===== config.mk =====
export PLATFORM = sky130hd
export DESIGN_NAME = rsenc_gen
export DESIGN_NICKNAME = d
export VERILOG_FILES = /design/src/hdl/rsenc_pkg.sv /design/src/hdl/rsenc_gen.sv
export SDC_FILE = /design/constraint.sdc
export NUM_CORES = 2
export LEC_CHECK = 0
export BUFFER_PORTS_ARGS = -buffer_cell sky130_fd_sc_hd__clkbuf_2
export CORE_ASPECT_RATIO = 0.7
export CORE_MARGIN = 2
export CORE_UTILIZATION = 35
export DETAILED_ROUTE_END_ITERATION = 6
export MAX_ROUTING_LAYER = met4
export PLACE_DENSITY = 0.61
export SLEW_MARGIN = 40
export SYNTH_ARGS = -nofsm -noshare
export SYNTH_HDL_FRONTEND = slang
export SYNTH_SLANG_ARGS = --single-unit

===== constraint.sdc =====
create_clock -name clk_i -period 5.3 [get_ports clk_i]
set_input_delay 1.325 -clock clk_i [delete_from_list [all_inputs] [get_ports clk_i]]
set_output_delay 1.325 -clock clk_i [all_outputs]
set_load 0.1 [all_outputs]

===== src/hdl/rsenc_pkg.sv =====
// shared types, constants and galois field helpers for the reed-solomon parity encoder
// no dependencies
`timescale 1ns / 1ps
`default_nettype none

package rsenc_pkg;

  localparam int unsigned MaxRoots = 32;
  localparam int unsigned RootW    = 6;   // holds 1 .. MaxRoots and the raw register value
  localparam int unsigned StepW    = 5;   // holds 0 .. MaxRoots-1
  localparam int unsigned CntW     = 8;

  localparam logic [7:0]       FieldPolyLow    = 8'h1d;  // x^8+x^4+x^3+x^2+1 without x^8
  localparam logic [RootW-1:0] ParityCountRst  = 6'd10;
  localparam logic [CntW-1:0]  FieldN          = 8'd255;

  // register indexes on the configuration port
  localparam logic CfgParityCount = 1'b0;

  typedef struct packed {
    logic [7:0] data_byte;
    logic       last_in;
  } in_item_t;

  typedef struct packed {
    logic [7:0] parity_byte;
    logic       last_out;
    logic       length_error;
  } out_item_t;

  typedef logic [MaxRoots-1:0][7:0] coef_arr_t;

  typedef struct packed {
    logic             start;
    logic [RootW-1:0] roots;
  } gen_ctrl_t;

  // general multiply in gf(256)
  function automatic logic [7:0] gf_mul(input logic [7:0] a, input logic [7:0] b);
    logic [7:0] acc;
    logic [7:0] x;
    acc = 8'h00;
    x   = a;
    for (int i = 0; i < 8; i++) begin
      if (b[i]) begin
        acc = acc ^ x;
      end
      x = {x[6:0], 1'b0} ^ (x[7] ? FieldPolyLow : 8'h00);
    end
    return acc;
  endfunction

  // multiply by alpha
  function automatic logic [7:0] gf_mul_alpha(input logic [7:0] a);
    return {a[6:0], 1'b0} ^ (a[7] ? FieldPolyLow : 8'h00);
  endfunction

  // clamp the raw register value to 1 .. MaxRoots
  function automatic logic [RootW-1:0] eff_roots(input logic [RootW-1:0] raw);
    logic [RootW-1:0] n;
    n = raw;
    if (raw == '0) begin
      n = RootW'(1);
    end else if (raw > RootW'(MaxRoots)) begin
      n = RootW'(MaxRoots);
    end
    return n;
  endfunction

endpackage

`default_nettype wire


===== src/hdl/rsenc_gen.sv =====
// generator polynomial builder: multiplies in one (x + alpha^i) factor per cycle
// depends on rsenc_pkg
`timescale 1ns / 1ps
`default_nettype none

module rsenc_gen (
  input  wire logic                clk_i,
  input  wire logic                rst_ni,
  input  rsenc_pkg::gen_ctrl_t     ctrl_i,
  output logic                     busy_o,
  output rsenc_pkg::coef_arr_t     coef_o
);

  // coef_q[k] is generator coefficient of order n-1-k, leading 1 kept implicit
  rsenc_pkg::coef_arr_t                coef_q, coef_d;
  logic                                busy_q, busy_d;
  logic [rsenc_pkg::StepW-1:0]         step_q, step_d;
  logic [7:0]                          root_q, root_d;
  logic [rsenc_pkg::StepW-1:0]         last_step;

  assign last_step = rsenc_pkg::StepW'(ctrl_i.roots - rsenc_pkg::RootW'(1));

  always_comb begin
    coef_d = coef_q;
    busy_d = busy_q;
    step_d = step_q;
    root_d = root_q;
    if (ctrl_i.start) begin
      coef_d = '0;
      busy_d = 1'b1;
      step_d = '0;
      root_d = 8'h01;
    end else if (busy_q) begin
      // reversed-order product with (x + root): r'[j] = r[j] ^ root * r[j-1]
      for (int k = 0; k < rsenc_pkg::MaxRoots; k++) begin
        if (k == 0) begin
          coef_d[k] = coef_q[k] ^ root_q;
        end else begin
          coef_d[k] = coef_q[k] ^ rsenc_pkg::gf_mul(coef_q[k-1], root_q);
        end
      end
      root_d = rsenc_pkg::gf_mul_alpha(root_q);
      step_d = step_q + rsenc_pkg::StepW'(1);
      if (step_q == last_step) begin
        busy_d = 1'b0;
      end
    end
  end

  always_ff @(posedge clk_i or negedge rst_ni) begin
    if (!rst_ni) begin
      coef_q <= '0;
      busy_q <= 1'b1;
      step_q <= '0;
      root_q <= 8'h01;
    end else begin
      coef_q <= coef_d;
      busy_q <= busy_d;
      step_q <= step_d;
      root_q <= root_d;
    end
  end

  assign busy_o = busy_q;
  assign coef_o = coef_q;

endmodule

`default_nettype wire


==> metrics.md <==
| Metric | Value |
|---|---|
| Sw power | 19.2 mW |
| Fmax | 279 MHz |
| Core area | 138000 um2 |
| Post-synthesis adder-cell area fraction | 0.0770% |
| Worst min-delay path class | flop to flop |
| Unique masters post-synth | 54 |
| Req. time, crit path | 5.75 ns |
| DRC viols | 0 |
| Status | finished, final reports clean |
| Hold Vio Cnt, Final | 0 |
| Cts repair resizes | 0 |
| Initial antenna violation count | 6 |
| Fillers | 14300 |
| Combinational Power Share | 73.7% |
| Area fraction in compound gates after synthesis | 6.26% |
| Row count | 114 |
| Met1 Track Usage GR | 30.7% |
| DRT Pass-1 Iters | 6 |
| PwrDens | 638 nW/um2 |
| Internal Pwr Total | 13.7 mW |
| Area growth, synth to finish | 6.03% |
| Routed WL | 158000 um |
| Sequential Power Share | 18.4% |
| Post-synthesis mux area share | 3.15% |
| Sw Share | 58.3% |
| Clock root cell | clkbuf_16 |
| Post-DRT Antenna Nets | 0 |
| Global-route wire length before repair | 245000 um |
| Met2 global-route usage | 35.0% |
| Worst Path Class, Setup | flop to flop |
| Slew Viols, Final | 0 |
| Critical Path Fanout Max | 44 |
| DP Worst Slack | 1.77 ns |
| Avg Cell Area, Syn | 7.74 um2 |
| Normalized max-slew margin | 40.7% |
| Combinational family with the most area after synthesis | XOR/XNOR gates |
| Initial DRC count | 3403 |
| Busiest layer in global routing | met2 |
| Routed WL per cell | 19.9 um |
| CTS max path bufs | 3 |
| Total GRT Usage | 22.4% |
| Setup violations, final | 0 |
| YS warnings | 0 |
| Fin Hold WS | 0.538 ns |
| Final period util | 67.7% |
| Synth Area in Simple Gates | 18.9% |
| Boundary Pins | 266 |
| Starting density of the core | 35.3% |
| Number of synthesized flops with an enable pin | 0 |
| Placed inst area | 50400 um2 |
| Worst-skew pair later-pin latency | 0.60 ns |
| #FFs+latches synth | 270 |
| Clk_skew | 0.0323 ns |
| Clock Pin Slew Worst Setup and Hold Paths | 0.06 ns |
| Post-Syn Nets | 6305 |
| CP Launch Type | flop |
| VDD IR max | 0.354 mV |
| Dpl hpwl | 102000 um |
| Worst-margin pin slew | 0.888 ns |
| Gate Count Post-Synth | 6293 |
| Post-CTS Setup Inserts | 0 |
| Design area | 51700 um2 |
| CTS buffer count | 39 |
| Setup TNS | 0 ns |
| Die area | 142000 um2 |
| H-tree depth | 2 |
| RSZ-0062 raised after global routing | no |
| Largest net degree at the start of global routing | 163 |
| Clock power frac | 7.9% |
| Post-synth ARST share | 100% |
| TritonCTS clock tree | yes |
| Synthesized area | 48700 um2 |
| Layout cells sized above 1 | 9.43% |
| PortBufs | 264 |
| CTS Hold Bufs | 0 |
| Die Width | 450 um |
| Total gr overflow | 0 |
| Number of global-route vias before repair | 39100 |
| Final WS setup | 1.71 ns |
| XOR/XNOR Fraction of Synth Area | 51.9% |
| Vias per cell | 5.08 |
| Max-Cap Viols | 0 |
| Min Tclk post-route | 3.59 ns |
| Most used DFF post-synth | dfrtp_1 |
| Final GP Congestion | 0.846 |
| Final #Nets | 6085 |
| Vias | 40400 |
| Register area share after synthesis | 13.9% |
| Leakage | 20.4 nW |
| Die span in y | 316 um |
| Worst EP arrival | 4.04 ns |
| Total clock sinks | 270 |
| Critical Path End Type | flop |
| Met3 GRT Util | 3.08% |
cell usage after synthesis (all sizes together), types with 73 or more instances:
| master | number | area, um2 |
|---|---|---|
| o21ai | 73 | 365 |
| nor2 | 359 | 1350 |
| dfrtp | 268 | 6710 |
| buf | 420 | 2180 |
| clkbuf | 177 | 669 |
| a22oi | 137 | 1030 |
| xnor3 | 166 | 3740 |
| a21oi | 141 | 706 |
| xnor2 | 1450 | 12800 |
| mux2i | 86 | 861 |
| nand2 | 1703 | 6390 |
| xor2 | 856 | 7700 |
| nand2b | 139 | 870 |
metrics by stage:
stage / utilization, % / instances / power (mW)
2_1_floorplan: - / 6293 / 26.0
3_3_place_gp: 36.4 / 7880 / 29.9
3_5_place_dp: 36.5 / 7884 / 30.2
4_1_cts: 37.4 / 7950 / 33.0
5_1_grt: 37.4 / 7954 / 35.2
6_report: 37.4 / 7956 / 32.9
placed cells by master (no fill, tap or decap), types with 58 or more instances in the layout:
cell type / n
xnor3_1: 166
clkbuf_2: 262
xor2_1: 833
dfrtp_1: 261
nand2_1: 1703
a31o_2: 58
mux2_2: 60
nor2_1: 353
xnor2_1: 1443
a21oi_1: 141
nand2b_1: 139
o21ai_0: 73
a22oi_1: 137
mux2i_1: 86
final cells by class:
type	count	area, um2	share of cell area (%)
Clock inverter	8	71.3	0.138
Multi-Input combinational cell	5415	39100	75.7
Clock buffer	58	1090	2.10
Sequential cell	270	6790	13.1
Timing Repair Buffer	336	2220	4.29
Inverter	11	41.3	0.0799
Antenna cell	2	5.00	0.00969
Tap cell	1856	2320	4.49
state kept, by name, summed over array words and instances, names as in the netlist:
register / cells
coef_o: 256
root_q: 8
step_q: 5
busy_o: 1
power by group through the flow:
stage / Clock (mW) / Sequential (mW) / Combinational, mW
after floorplan: 0 / 8.31 / 17.7
after global placement: 0 / 6.04 / 23.8
after detailed placement: 0 / 6.08 / 24.1
after CTS: 2.69 / 6.04 / 24.3
after global routing: 2.77 / 6.26 / 26.2
final: 2.62 / 6.06 / 24.3
cells by family after synthesis:
kind of cell	Yosys count
compound gates	461
xor+xnor	2517
fa+ha+maj	3
buf+inv	608
flops	270
mux	146
simple gates	2288
metal layers:
layer	wire (um)	part of all wire [%]
met3	11000	6.9
met2	71700	45
met5	0	0
met1	72500	46
met4	3330	2.1
worst max-delay path, stage by stage, from the launching register on:
cell and delay (ns):
dfrtp_4 0.91, inv_2 0.38, buf_4 0.28, buf_12 0.18
buf_12 0.20, nor2_1 0.58, nand2_1 0.14, and3_1 0.22
mux2_2 0.30, xnor2_1 0.15, nor2_1 0.06
path summary, 6_finish.rpt:
check / slack [ns] / endpoint / start / cells after the start
max: 1.71 / coef_o[51]$_DFFE_PN0P_ / root_q[5]$_DFFE_PN0P_ / 10
max in group asynchronous: 3.54 / coef_o[88]$_DFFE_PN0P_ / rst_ni / 2
min in group asynchronous: 0.65 / coef_o[184]$_DFFE_PN0P_ / rst_ni / 1
min: 0.54 / coef_o[255]$_DFFE_PN0P_ / coef_o[255]$_DFFE_PN0P_ / 2
min reg2reg: 0.54 / coef_o[255]$_DFFE_PN0P_ / coef_o[255]$_DFFE_PN0P_ / 2
max reg2reg: 1.71 / coef_o[51]$_DFFE_PN0P_ / root_q[5]$_DFFE_PN0P_ / 10
Power figures use the tool's default switching activity.
